`src/rtl/tse_pkg.sv`:
```
// Shared definitions for the topological sort engine.
// Holds field widths, command codes and the in-degree lane control struct.
// No dependencies; tse_deg_lanes, the engine and the testbench import this package.
`default_nettype none

package tse_pkg;

    localparam int VERTEX_W = 6;   // width of a vertex field on the ports
    localparam int COUNT_W  = 7;   // width of the vertex count register
    localparam int CMD_W    = 2;

    localparam logic [CMD_W-1:0] CMD_ADD_EDGE = 2'd0;
    localparam logic [CMD_W-1:0] CMD_CLEAR    = 2'd1;
    localparam logic [CMD_W-1:0] CMD_SORT     = 2'd2;

    // Control of the in-degree lanes for one cycle.
    typedef struct packed {
        logic clear;   // zero every lane
        logic inc;     // add the presented row into the lanes
        logic dec;     // subtract the presented row from the lanes
    } deg_ctl_t;

endpackage

`default_nettype wire

```
`src/rtl/tse_deg_lanes.sv`:
```
// In-degree counters, one lane per vertex, each updated by its own row bit.
// Reports which lanes are zero and which reach zero on a decrement.
// Depends on tse_pkg for the lane control struct.
`default_nettype none

module tse_deg_lanes #(
    parameter int MAX_VERTICES = 64
) (
    input  wire logic                    aclk,
    input  wire tse_pkg::deg_ctl_t       ctl,
    input  wire logic [MAX_VERTICES-1:0] row,
    input  wire logic [MAX_VERTICES-1:0] lane_mask,
    output logic      [MAX_VERTICES-1:0] zero_mask,
    output logic      [MAX_VERTICES-1:0] drop_mask
);

    import tse_pkg::*;

    localparam int CW = $clog2(MAX_VERTICES + 1);

    logic [CW-1:0] deg_reg  [MAX_VERTICES];
    logic [CW-1:0] deg_next [MAX_VERTICES];

    always_comb begin
        for (int k = 0; k < MAX_VERTICES; k++) begin
            deg_next[k]  = deg_reg[k];
            if (ctl.clear) begin
                deg_next[k] = '0;
            end else if (ctl.inc && row[k]) begin
                deg_next[k] = deg_reg[k] + CW'(1);
            end else if (ctl.dec && row[k]) begin
                deg_next[k] = deg_reg[k] - CW'(1);
            end
            zero_mask[k] = lane_mask[k] && (deg_reg[k] == '0);
            drop_mask[k] = row[k] && (deg_reg[k] == CW'(1));
        end
    end

    always_ff @(posedge aclk) begin
        for (int k = 0; k < MAX_VERTICES; k++) begin
            deg_reg[k] <= deg_next[k];
        end
    end

endmodule

`default_nettype wire

```
`config.mk`:
```
export PLATFORM = sky130hd
export DESIGN_NAME = tse_deg_lanes
export DESIGN_NICKNAME = d
export VERILOG_FILES = /design/src/rtl/tse_pkg.sv /design/src/rtl/tse_deg_lanes.sv
export SDC_FILE = /design/constraint.sdc
export NUM_CORES = 2
export LEC_CHECK = 0
export BUFFER_PORTS_ARGS = -buffer_cell sky130_fd_sc_hd__buf_4
export CAP_MARGIN = 20
export CORE_ASPECT_RATIO = 0.6
export CORE_UTILIZATION = 35
export CTS_BUF_LIST = sky130_fd_sc_hd__clkbuf_4 sky130_fd_sc_hd__clkbuf_8
export DETAILED_ROUTE_END_ITERATION = 12
export SLEW_MARGIN = 15
export SYNTH_ARGS = -nofsm -noshare
export SYNTH_HDL_FRONTEND = slang
export SYNTH_SLANG_ARGS = --single-unit
```
`constraint.sdc`:
```
create_clock -name aclk -period 3.7 [get_ports aclk]
set_input_delay 0.74 -clock aclk [delete_from_list [all_inputs] [get_ports aclk]]
set_output_delay 0.74 -clock aclk [all_outputs]
set_load 0.02 [all_outputs]
```
Yosys cells after proc, flatten, opt, wreduce, memory -nomap -nowiden
Memories as Yosys holds them, arrays and structs flattened.
Index checks and enable logic that the tools add are counted.
{"block": "op_classes", "n_reduce_logical": 320, "n_mux": 192, "eq_ne": 64, "n_addsub": 128}
{"operator": "$mux 7", "n": 192}
{"operator": "$add 7x1->7 const B", "n": 64}
{"operator": "$eq 7x1->1 const B", "n": 64}
{"operator": "$logic_not 7->1", "n": 64}
{"operator": "$sub 7x1->7 const B", "n": 64}
{"operator": "$logic_and 1x1->1", "n": 256}
{"block": "totals", "ff_bits": 0, "in_bits": 132, "memories": 1, "wordCells": 705, "mem_bits_rw": 448, "out_inout_bits": 128}
{"name": "deg_reg", "depth": 64, "width": 7, "read_ports": 64, "rd_clocked_by_memory_dff": 0, "wr": 64, "line": "tse_deg_lanes.sv:21", "rtl": "logic [CW-1:0] deg_reg [MAX_VERTICES];"}

Longest topological paths before layout
{"block": "logic_depth", "depth_word": 4, "depth_mapped": 9, "ltp_nobuf": 6}

Least setup slack after synthesis
No wires, ideal clock.
{"block": "synth_timing", "path_kind": "input -> register", "from": "in ctl[1] in the netlist's numbering", "to": "mem deg_reg[0][187] in the netlist's numbering", "arrival_ns": 2.004, "stages": 7, "setup_ns": 0.121, "slack_ns": 1.575, "path_buffers": 4, "required_time_ns": 3.579, "path_cell_list": "buf_6 buf_6 buf_6 clkbuf_1 or3_1 a21oi_1 mux2_2"}
{"element": "start: declaration", "line": "tse_deg_lanes.sv:10", "rtl": "input wire tse_pkg::deg_ctl_t ctl,"}
{"element": "end: declaration", "line": "tse_deg_lanes.sv:21"}

==> results by group <==
Run status
  • Status: finished, violations left
  • Violated checks: design-rule violations

Die
  • Row cnt: 83
  • Top Ports: 260
  • Initial Util: 35.5%
  • Core area: 85800 µm²
  • Die W: 383 µm
  • Die area: 88200 µm²
  • Die Y: 230 µm

STA
  • Final Skew: 0.0331 ns
  • Fmax: 0.324 GHz
  • Setup TNS Final: 0 ns
  • Max-slew violations: 0
  • Min Tclk post-route: 3.08 ns
  • Final setup viols: 0
  • Worst-Margin Slew: 0.873 ns
  • RSZ-0062 raised after global routing: no
  • Fin crit share: 83.4%
  • Fin. Hold Viols: 0
  • Worst hold slack: 0.360 ns
  • Max-slew headroom: 41.8%

Worst setup path
  • Slowest stage delay, CP: 0.57 ns
  • Critical Path AT: 2.34 ns
  • WS Path Type: reg2out
  • Element type at the critical path end: output port
  • Critical-path maximum fanout: 6
  • Crit-path cells: or4_1 -> nor2_1 -> and3_1 -> buf_4
  • R2R cell count: 6
  • Worst path slowest cell: or4_1
  • Req. time, crit path: 2.96 ns
  • CP startpoint kind: flop

Place
  • Gpl congestion: 0.785
  • Dpl hpwl: 49.7 mm
  • IO buf count: 259
  • DP Cell Count: 4974
  • Area after DPL: 33300 µm²

Logic synthesis
  • Synth cell count leaders: nor2_1, dfxtp_1, ha_1
  • Top-area cell type share of the netlist area: 29.5%
  • Sequential fraction of the synthesis area: 29.5%
  • Unique cell type count in the Yosys netlist: 42
  • Synthesized netlist cell count: 3771
  • Syn Area/Cell: 8.07 µm²
  • Largest family of logic cells by synthesized area: simple AND/OR/NAND/NOR gates
  • Adder-Cell Fraction of Synth Area: 10.5%
  • Synth warn: 0
  • Post-synthesis mux area share: 4.99%
  • Most used DFF post-synth: dfxtp_1
  • Compound-Gate Fraction of Synth Area: 13.5%
  • Simple-gate share of the synthesized area: 30.9%
  • Cell area after synthesis: 30500 µm²
  • Synthesis-stage register bit count: 448
  • Area contributors post-synth: dfxtp_1, ha_1, nor2_1
  • Number of flops mapped to enable cells by yosys: 0
  • Area leader, netlist: dfxtp_1
  • Cell with the most instances after synthesis: nor2_1
  • XOR/XNOR share of the synthesized area: 5.52%
  • Async SR Flop Fraction: 0%
  • Mapped Nets: 4159

Global routing
  • Antenna violations before repair: 0
  • Global-route usage over all layers: 16.5%
  • Congestion Overflow GR: 0
  • First-pass GRT wire length: 122 mm
  • Vias in the first global route: 23.3k
  • Largest net degree at the start of global routing: 123

Clocking
  • Cts hold-fix bufs: 0
  • Clk sinks: 448
  • H-tree Lvls: 3
  • Clock transition at path regs: 0.06 ns
  • CTS tree: done
  • Setup bufs post-CTS: 0
  • PostCTS Resize Cnt: 0
  • Clk root buf: clkbuf_8
  • Inserted Clock Buffers: 79
  • Clk Latency, worst-skew pair: 0.70 ns
  • CTS max path bufs: 3

Detailed routing
  • DRC violation total after the first TritonRoute iteration: 1768
  • Via count: 26.3k
  • Antenna-violating nets left: 0
  • Post-route DRC: 20
  • DRT Pass-1 Iters: 10
  • Avg WL per Cell: 14.5 µm
  • Vias per cell: 5.15
  • Overall routed net length: 74.2 mm

Finish
  • Area delta synth->final: 14.8%
  • Layout cells sized above 1: 13.7%
  • Largest register FFs: 448
  • Layout Cells excl Fill: 5116
  • Final Cell Area: 35000 µm²
  • Antenna Diode Count: 0
  • FILL cells: 8710
  • Layout Nets: 4296

Power and ir drop
  • Max VDD drop: 0.185 mV
  • Total chip power: 14.0 mW
  • Power Dens Cells: 400 nW/µm²
  • Leak pwr: 14.5 nW

Min path
  • HP Class: in2reg
  • Hold-critical path depth: 3

Job
  • Max Cap Viol: 0
final cells by class:
cell class                 instances  area (µm²)  area share, %
sequential                       448        8970           25.7
inverter                         128         480           1.37
clock inverter                    17         119          0.340
clock buffer                     125        1550           4.42
tap                             1147        1440           4.11
timing repair buffer             295        2470           7.08
multi-input combinational       2956       19900           57.0
critical path, delay by kind of cell (launching register included):
family,cells,cell delay (ns)
simple gates,3,1.12
buf+inv,1,0.16
flops,1,0.36
cell usage in the layout (no fill, tap or decap), types with 65 or more instances in the layout:
cell and instances:
mux2_2 106, and3_1 137, buf_4 273, dfxtp_1 448, clkbuf_8 98, nor2b_1 155
a22oi_1 107, inv_1 128, nand2_1 192, o21ai_0 183, xnor2_1 128, ha_1 256
a21oi_1 160, or3_1 120, and4_1 65, nand3_1 181, nor2_1 515
per-layer routing:
metal  wire length (µm)  track usage, %
met1              40000            25.1
met2              29900            23.4
met3               3070            3.02
met4               1200            3.90
met5                  0               0
power breakdown:
group	leakage (nW)	switching, mW	total [mW]	internal, mW
clock network	0.879	2.25	4.92	2.66
logic	9.97	1.75	3.30	1.55
registers	3.67	0.524	5.75	5.22
total	14.5	4.53	14.0	9.44
metrics by stage:
| step | worst slack (ns) | util [%] |
|---|---|---|
| after CTS | 0.538 | 40.8 |
| after global placement | 0.947 | 38.8 |
| after detailed placement | 0.890 | 38.8 |
| final | 0.615 | 40.8 |
| after floorplan | 1.58 | - |
| after global routing | 0.427 | 40.8 |
cell families after synthesis:
| family | after synthesis |
|---|---|
| compound gates | 659 |
| xor+xnor | 192 |
| fa+ha+maj | 256 |
| buf+inv | 367 |
| flops | 448 |
| mux | 135 |
| simple gates | 1714 |
path summary, 6_finish.rpt:
kind	slack (ns)	start	end
worst min register to register	0.48	deg_reg[0][41]$_SDFFE_PP0P_	deg_reg[0][41]$_SDFFE_PP0P_
worst max register to register	1.80	deg_reg[1][112]$_SDFFE_PP0P_	deg_reg[1][116]$_SDFFE_PP0P_
worst max-delay path	0.62	deg_reg[1][212]$_SDFFE_PP0P_	drop_mask[62]
worst min-delay path	0.36	row[56]	deg_reg[1][169]$_SDFFE_PP0P_
(Power assumes the default switching activity.)
