**src/rtl/tse_queue_ram.sv**
```systemverilog
// Ready queue storage: a simple dual-port synchronous RAM of vertex indexes.
// One write and one registered read per cycle. No dependencies.
`default_nettype none

module tse_queue_ram #(
    parameter int MAX_VERTICES = 64
) (
    input  wire logic                            aclk,
    input  wire logic                            wr_en,
    input  wire logic [$clog2(MAX_VERTICES)-1:0] wr_addr,
    input  wire logic [$clog2(MAX_VERTICES)-1:0] wr_data,
    input  wire logic                            rd_en,
    input  wire logic [$clog2(MAX_VERTICES)-1:0] rd_addr,
    output logic      [$clog2(MAX_VERTICES)-1:0] rd_data
);

    localparam int AW = $clog2(MAX_VERTICES);

    logic [AW-1:0] mem [MAX_VERTICES];
    logic [AW-1:0] rd_data_reg;

    assign rd_data = rd_data_reg;

    always_ff @(posedge aclk) begin
        if (wr_en) begin
            mem[wr_addr] <= wr_data;
        end
        if (rd_en) begin
            rd_data_reg <= mem[rd_addr];
        end
    end

endmodule

`default_nettype wire

```
**config.mk**
```make
export PLATFORM = sky130hd
export DESIGN_NAME = tse_queue_ram
export DESIGN_NICKNAME = d
export VERILOG_FILES = /design/src/rtl/tse_queue_ram.sv
export SDC_FILE = /design/constraint.sdc
export NUM_CORES = 1
export LEC_CHECK = 0
export CAP_MARGIN = 20
export CORE_MARGIN = 10
export CORE_UTILIZATION = 35
export CTS_BUF_LIST = sky130_fd_sc_hd__clkbuf_4 sky130_fd_sc_hd__clkbuf_8
export DETAILED_ROUTE_END_ITERATION = 10
export DONT_BUFFER_PORTS = 1
export GPL_TIMING_DRIVEN = 1
export PLACE_DENSITY = 0.46
export SKIP_CTS_REPAIR_TIMING = 1
export SLEW_MARGIN = 30
export SYNTH_ARGS = -nofsm -noshare
export SYNTH_HDL_FRONTEND = slang
export SYNTH_SLANG_ARGS = --single-unit
```
**constraint.sdc**
```tcl
create_clock -name aclk -period 4.11 [get_ports aclk]
set_clock_uncertainty 0.15 [all_clocks]
set_input_delay 0.822 -clock aclk [delete_from_list [all_inputs] [get_ports aclk]]
set_output_delay 0.822 -clock aclk [all_outputs]
set_load 0.005 [all_outputs]
```
* After elaboration in Yosys (flattened, before gate mapping)
Memory sizes are Yosys's and may differ from the RTL's. A register that Yosys moved wholly into a read port is not among the register bits.
Index checks and enable logic that the tools add are counted.
** Word-level totals
- Memories :: 1
- Register bits :: 0
- Output and inout port bits :: 6
- Memory bits (writable) :: 384
** Memory list
- mem :: depth 64, width 6, read ports 1, clocked after Yosys merged registers in 1, write ports 1, RTL line 19 : logic [AW-1:0] mem [MAX_VERTICES];
** Operators by class
- Muxes and demuxes :: 2
** Operators with widths (count)
- two-way mux 1 bit :: 2

* Longest topological paths before layout
Gate-level depths: netlist of the first run.
- Depth in word-level cells :: 2
- Depth in mapped cells :: 7
- Depth with buffers taken out :: 5

* Worst setup path after synthesis of the first run
No wires, ideal clock.
- Kind :: input-to-reg
- From :: input rd_addr[0]
- To :: register rd_data_reg[0], in the netlist rd_data[0], read port of mem, data pin
- Buffers on the path :: 3
- Setup time :: 0.257 ns
- Data required time :: 3.703 ns
- Data arrival time :: 2.251 ns
- Stages :: 7
- Setup slack :: 1.453 ns
- Path through :: buf_6 buf_6 buf_4 mux4_2 o22ai_1 o21ai_1 a32o_1
** RTL lines
- from (decl) :: RTL line 13 : input wire logic [$clog2(MAX_VERTICES)-1:0] rd_addr,
- to (decl) :: RTL line 20 : logic [AW-1:0] rd_data_reg;

* Worst setup path in the final report of the first run
- From :: input wr_en
- To :: memory mem[46][4] (netlist bit), enable pin
** On the way
- Word-level cells in the longest chain between the ends :: 2
** Ends and longest elaborated chain
- from (decl) :: RTL line 9 : input wire logic wr_en,
- two-way mux 1 bit :: RTL line 25 : if (wr_en) begin
- two-way mux 1 bit (implied by the code) :: RTL line 26 : mem[wr_addr] <= wr_data;
- to (decl) :: RTL line 19
Every way passes these cells.

==> reports/metrics.yaml, run 1 <==
run_status:
  outcome: "finished clean"
flow_run:
  maxCapViolCount: 0
critical_path:
  critPathKind: "in2reg"
  cpMaxStageDelayCell: "nor2_1"
  crit_arrival_ns: 2.45
  cp_cell_sequence: "nor2b_1 -> nand3_1 -> nor2_1"
  end_kind: "register"
  critPathMaxFanout: 7
  slowest_delay_ns: 0.72
  required_ns: 4.17
  cp-start-kind: "input port"
logic_synthesis:
  ys_warn_count: 0
  syn_area_per_cell_um2: 21.2
  yosys-top-cells-area: "edfxtp_1 77%, mux4_2 13%, nor2_1 1.6%"
  ys_seq_area_share_pct: 76.6
  synth-seq-cells: 390
  synth_cells: 720
  synth.distinct_cells: 36
  yosys.area.top_type: "edfxtp_1"
  ys.flop_type: "edfxtp_1"
  synthArstFlopShare_pct: 0
  synth_area_mm2: 0.0153
  synth_top_area_share_pct: 76.6
  synthesis.nets: 741
  synth-edff-count: 390
floorplanning:
  die_y_um: 229
  core_mm2: 0.0432
  core.rowCount: 76
  die_area_mm2: 0.0524
  num_io_pins: 27
  die_w_um: 229
  start_util_pct: 35.4
grt:
  grt_pass1_vias: 7539
  grt_usage_pct: 13.7
  grt_overflow: 0
  antenna_found_initial: 0
  grt_pass1_wl_um: 52700
  grt_max_degree: 100
layout:
  final_layout_size_suffix_gt1_share_pct: 25.7
  mostFrequentLayoutCell: "edfxtp_1"
  design_area_mm2: 0.0170
  area_growth_pct: 11.4
  largest_reg_flops: 384
  n_antenna_cell: 0
  nNetsFinal: 770
  multiInputGateArea_mm2: 0.00333
  seq_area_mm2: 0.0117
  final_cell_mix: "390 x edfxtp_1, 87 x mux4_2, 69 x clkbuf_8, 67 x nor2_1, 17 x clkbuf_4"
  post-route-util_pct: 39.4
  fillers: 3860
sta:
  finalCriticalPeriod_ns: 2.39
  setup_viol: 0
  rsz0062_at_grt: "false"
  slew_violations: 0
  slew_headroom_pct: 40.4
  tns_ns: 0
  max_clock_freq_mhz: 418
  setup_slack_ns: 1.72
  hold_violations: 0
  worst_pin_slew_ns: 0.891
  fin_crit_sh_pct: 58.2
cts:
  clockRootBuffer: "clkbuf_8"
  clock-sinks: 390
  cts_tree: "yes"
  h-tree-depth: 3
  cts_max_path_buffers: 3
  clk_latency_ns: 0.60
  numCtsBuffers: 66
  clkTransAtPathRegs_ns: 0.06
power:
  vdd_drop_max_mv: 0.177
  total_power_uw: 7990
  p_leak_uw: 0.00515
  p_per_area_mw_per_mm2: 469
detailed_routing:
  ant_nets: 0
  wl_um: 36200
  drc: 0
  dr_total_vias: 7160
  first_pass_iters: 4
  first_iter_violations: 633
  via_per_inst: 5.19
  wl_per_cell_um: 26.2
placement:
  pre_cts_slack_ns: 1.15
  gp_congestion: 0.754
  placed_area_mm2: 0.0158
  dp_hpwl_um: 21100
  portBuffers: 0
min_path:
  hp-class: "in2reg"
-- layer usage --
metal  GRT usage, %  share of wire (%)
met3           3.82                6.7
met5              0                  0
met1           17.9                 43
met4           4.47                2.0
met2           21.8                 48
-- where the power goes --
| part | internal [uW] | switching (uW) | total, uW |
|---|---|---|---|
| clock network | 1830 | 1500 | 3330 |
| logic | 127 | 108 | 235 |
| registers | 4410 | 12.4 | 4420 |
| total | 6370 | 1620 | 7990 |
-- path summary, 6_finish.rpt --
check                  startpoint                    to  slack (ns)  cells after the start
min reg2reg  mem[37][0]$_DFFE_PP_  rd_data[0]$_DFFE_PP_        0.82                      4
max reg2reg  mem[41][2]$_DFFE_PP_  rd_data[2]$_DFFE_PP_        1.96                      5
max                         wr_en  mem[46][4]$_DFFE_PP_        1.72                      3
min                    wr_data[3]  mem[58][3]$_DFFE_PP_        0.17                      0
-- synth_stat cells (8+ instances only) --
cell type / number
o221ai_1: 9
nor2_1: 67
nand2_1: 8
edfxtp_1: 390
nand3_1: 11
clkbuf_1: 16
mux2_2: 9
mux4_2: 87
o22ai_1: 12
mux2i_1: 15
buf_2: 13
nor2b_1: 8
-- worst max-delay path: cells and delay by family --
kind	cells	cell delay, ns
and+or+nand+nor	3	1.63
-- area by class of cell --
cell class | count | share of cell area [%]
Clock buffer | 86 | 6.33
Clock inverter | 27 | 1.03
Multi-Input combinational cell | 291 | 19.6
Sequential cell | 390 | 68.8
Tap cell | 585 | 4.30
-- cells by family (layout without fill, tap and decap cells) --
kind of cell    after synthesis  after routing  synth area share, %
compound gates               54             54                 2.59
buf+inv                      39            113                 1.65
flops                       390            390                 76.6
mux                         117            117                 15.5
simple gates                120            120                 3.66
-- metrics by stage --
| stage | std cells | hold WS [ns] |
|---|---|---|
| 2_1_floorplan | 720 | 0.660 |
| 3_3_place_gp | 1266 | 0.782 |
| 3_5_place_dp | 1266 | 0.781 |
| 4_1_cts | 1379 | 0.140 |
| 5_1_grt | 1379 | 0.130 |
| 6_report | 1379 | 0.169 |
(Power assumes the default switching activity.)
==> run 2: changes to the inputs <==
--- a/config.mk
+++ b/config.mk
@@ -5,6 +5,7 @@
 export SDC_FILE = /design/constraint.sdc
 export NUM_CORES = 1
 export LEC_CHECK = 0
+export ABC_AREA = 1
 export CAP_MARGIN = 20
 export CORE_MARGIN = 10
 export CORE_UTILIZATION = 35
@@ -12,7 +13,7 @@
 export DETAILED_ROUTE_END_ITERATION = 10
 export DONT_BUFFER_PORTS = 1
 export GPL_TIMING_DRIVEN = 1
-export PLACE_DENSITY = 0.46
+export PLACE_DENSITY = 0.48
 export SKIP_CTS_REPAIR_TIMING = 1
 export SLEW_MARGIN = 30
 export SYNTH_ARGS = -nofsm -noshare
==> constraint.sdc (replaced) <==
create_clock -name aclk -period 2.2 [get_ports aclk]
set_clock_uncertainty 0.15 [all_clocks]
set_input_delay 0.44 -clock aclk [delete_from_list [all_inputs] [get_ports aclk]]
set_output_delay 0.44 -clock aclk [all_outputs]
set_load 0.005 [all_outputs]
==> reports/metrics.yaml, run 2 <==
run_status:
  outcome: "finished clean"
floorplanning:
  die_y_um: 234  # +2.1%
  core.rowCount: 78  # +2.6%
  core_mm2: 0.0453  # +4.9%
  die_w_um: 234  # +2.1%
  num_io_pins: 27  # unchanged
  start_util_pct: 35.3  # -0.096 points
  die_area_mm2: 0.0546  # +4.2%
layout:
  final_cell_mix: "486 x nand2_1, 390 x edfxtp_1, 331 x nand3_1, 76 x buf_4, 71 x clkbuf_8"
  largest_reg_flops: 384  # unchanged
  nNetsFinal: 1477  # +92%
  mostFrequentLayoutCell: "nand2_1"
  post-route-util_pct: 40.8  # +1.4 points
  fillers: 4377  # +13%
  seq_area_mm2: 0.0117  # unchanged
  area_growth_pct: 15.6
  final_layout_size_suffix_gt1_share_pct: 12.1  # -14 points
  multiInputGateArea_mm2: 0.00380  # +14%
logic_synthesis:
  synth.distinct_cells: 13  # -64%
  synth-edff-count: 390  # unchanged
  yosys.area.top_type: "edfxtp_1"
  ys_seq_area_share_pct: 73.2  # -3.4 points
  synth_cells: 1376  # +91%
  synthArstFlopShare_pct: 0  # unchanged
  synthesis.nets: 1397  # +89%
  ys.flop_type: "edfxtp_1"
  ys_warn_count: 0  # unchanged
  synth_commonest_cells: "486 x nand2_1, 390 x edfxtp_1, 331 x nand3_1"
  synth-seq-cells: 390  # unchanged
  synth_top_area_share_pct: 73.2  # -3.4 points
  synth.most_common_cell: "nand2_1"
  synth_area_mm2: 0.0160  # +4.6%
  syn_area_per_cell_um2: 11.6  # -45%
  yosys-top-cells-area: "edfxtp_1 73%, nand2_1 11%, nand3_1 10%"
sta:
  setup_viol: 0  # unchanged
  max_clock_freq_mhz: 494
  finalCriticalPeriod_ns: 2.03
  fin_crit_sh_pct: 92.1
  slew_headroom_pct: 46.0  # +5.6 points
  hold_violations: 0  # unchanged
  hold_slack_ns: 0.000369  # -0.169 ns
  rsz0062_at_grt: "false"
  worst_pin_slew_ns: 0.810  # -0.0818 ns
  slew_violations: 0  # unchanged
  tns_ns: 0  # unchanged
min_path:
  hp-class: "in2reg"
  min_path_cells: 3  # +3
grt:
  grt_usage_pct: 16.0  # +2.2 points
  grt_max_degree: 194  # +94%
  grt_pass1_vias: 10400  # +38%
  grt_pass1_wl_um: 65300  # +24%
  grt_overflow: 0  # unchanged
  antenna_found_initial: 1  # +1
placement:
  dp_hpwl_um: 24800  # +17%
  gp_congestion: 0.816  # +8.2%
  portBuffers: 0  # unchanged
critical_path:
  end_kind: "register"
  critPathMaxFanout: 97  # +90
  r2r_cells: 9  # +4
  crit_arrival_ns: 2.26  # -0.19 ns
  critPathKind: "in2reg"
  cp_common_cell: "nand3_1"
  slowest_delay_ns: 0.55  # -0.17 ns
  cpMaxStageDelayCell: "dlygate4sd3_1"
  cpLargestDelayFamily: "buffers and inverters"
  path_depth: 10  # +7
  required_ns: 2.43  # -1.74 ns
  cp-start-kind: "input port"
  cp_num_buf_inv: 3  # +3
  cp_cell_sequence: "inv_2 -> buf_12 -> nand3_1 -> nand3_1 -> nand2_1 -> nand2_1 -> nand3_1 -> nand3_1 -> dlygate4sd3_1 -> nand2_1"
cts:
  h-tree-depth: 3  # unchanged
  numCtsBuffers: 67  # +1.5%
  cts_tree: "yes"
  clockRootBuffer: "clkbuf_8"
  clock-sinks: 390  # unchanged
  cts_max_path_buffers: 3  # unchanged
  clk_latency_ns: 0.62  # +0.02 ns
  clkTransAtPathRegs_ns: 0.06  # about the same
detailed_routing:
  ant_nets: 0  # unchanged
  first_pass_iters: 5  # +1
  first_iter_violations: 869  # +37%
  drc: 0  # unchanged
  wl_per_cell_um: 20.6  # -21%
  dr_total_vias: 10400  # +46%
  wl_um: 43300  # +20%
  via_per_inst: 4.97  # -4.2%
power:
  pwr-share-comb_pct: 5.6  # +2.7 points
  total_power_uw: 15300  # +91%
  intPower_uw: 11800  # +85%
  vdd_drop_max_mv: 0.455  # +160%
  seqPwrFrac_pct: 54.2  # -1.1 points
  p_switching_uw: 3460  # +110%
  p_per_area_mw_per_mm2: 827  # +76%
  clock_power_share_pct: 40.2  # -1.5 points
  swShare_pct: 22.7  # +2.3 points
  p_leak_uw: 0.00668  # +30%
flow_run:
  maxCapViolCount: 0  # unchanged
-- run 2: cell types whose count changed after synthesis, sizes merged, moves of 9 or more --
cell	change
nor2	-11
nand2	+478
mux2	-9
mux4	-93
nand3	+320
inv	+12
o22ai	-12
mux2i	-15
buf	+46
o221ai	-9
-- run 2: worst reg2reg max path, delay by kind of cell (launching register included) --
kind | cells | cell delay (ns)
AND/OR/NAND/NOR | 8 | 0.72
flip-flops | 1 | 0.36
buffers and inverters | 1 | 0.55
-- run 2: cell families after synthesis --
kind of cell / synth area share, %
and+or+nand+nor: 23.7
buffers and inverters: 3.01
DFF: 73.2
-- run 2: per-layer routing --
metal / up-vias / GRT usage (%) / wire length (um)
met5: - / 0 / 0
met1: 5101 / 21.2 / 19800
met2: 273 / 25.2 / 19800
met4: 0 / 4.37 / 865
met3: 63 / 4.57 / 2790
li1: 5009 / - / -
-- run 2: area by class of cell --
type | instances | area share, %
sequential | 390 | 63.4
multi-input combinational | 890 | 20.5
clock buffer | 85 | 5.86
timing repair buffer | 95 | 5.12
tap | 600 | 4.06
clock inverter | 27 | 0.752
inverter | 12 | 0.271
antenna | 1 | 0.0135
-- run 2: final timing paths --
path | start | to | slack [ns]
worst max-delay path | rd_addr[1] | rd_data[4]$_DFFE_PP_ | 0.17
worst min-delay path | rd_addr[4] | rd_data[5]$_DFFE_PP_ | 0.0004
worst max register to register | mem[53][4]$_DFFE_PP_ | rd_data[4]$_DFFE_PP_ | 0.20
worst min register to register | mem[15][3]$_DFFE_PP_ | rd_data[3]$_DFFE_PP_ | 0.74
-- run 2: power groups by stage --
| stage | registers (uW) | clock network [uW] | logic (uW) |
|---|---|---|---|
| 4_1_cts | 8270 | 6300 | 686 |
| 3_5_place_dp | 8430 | 0 | 684 |
| 5_1_grt | 8280 | 6660 | 950 |
| 6_report | 8280 | 6140 | 856 |
| 3_3_place_gp | 8430 | 0 | 684 |
| 2_1_floorplan | 8410 | 0 | 547 |
-- run 2: stage by stage --
stage          instance area [um2]  setup slack (ns)  cells
6_report                     18500             0.174   2100
5_1_grt                      18500            0.0936   2099
4_1_cts                      18300             0.436   2088
3_5_place_dp                 17000           -0.0129   1976
3_3_place_gp                 17000            0.0174   1976
2_1_floorplan                16000            0.0408   1376
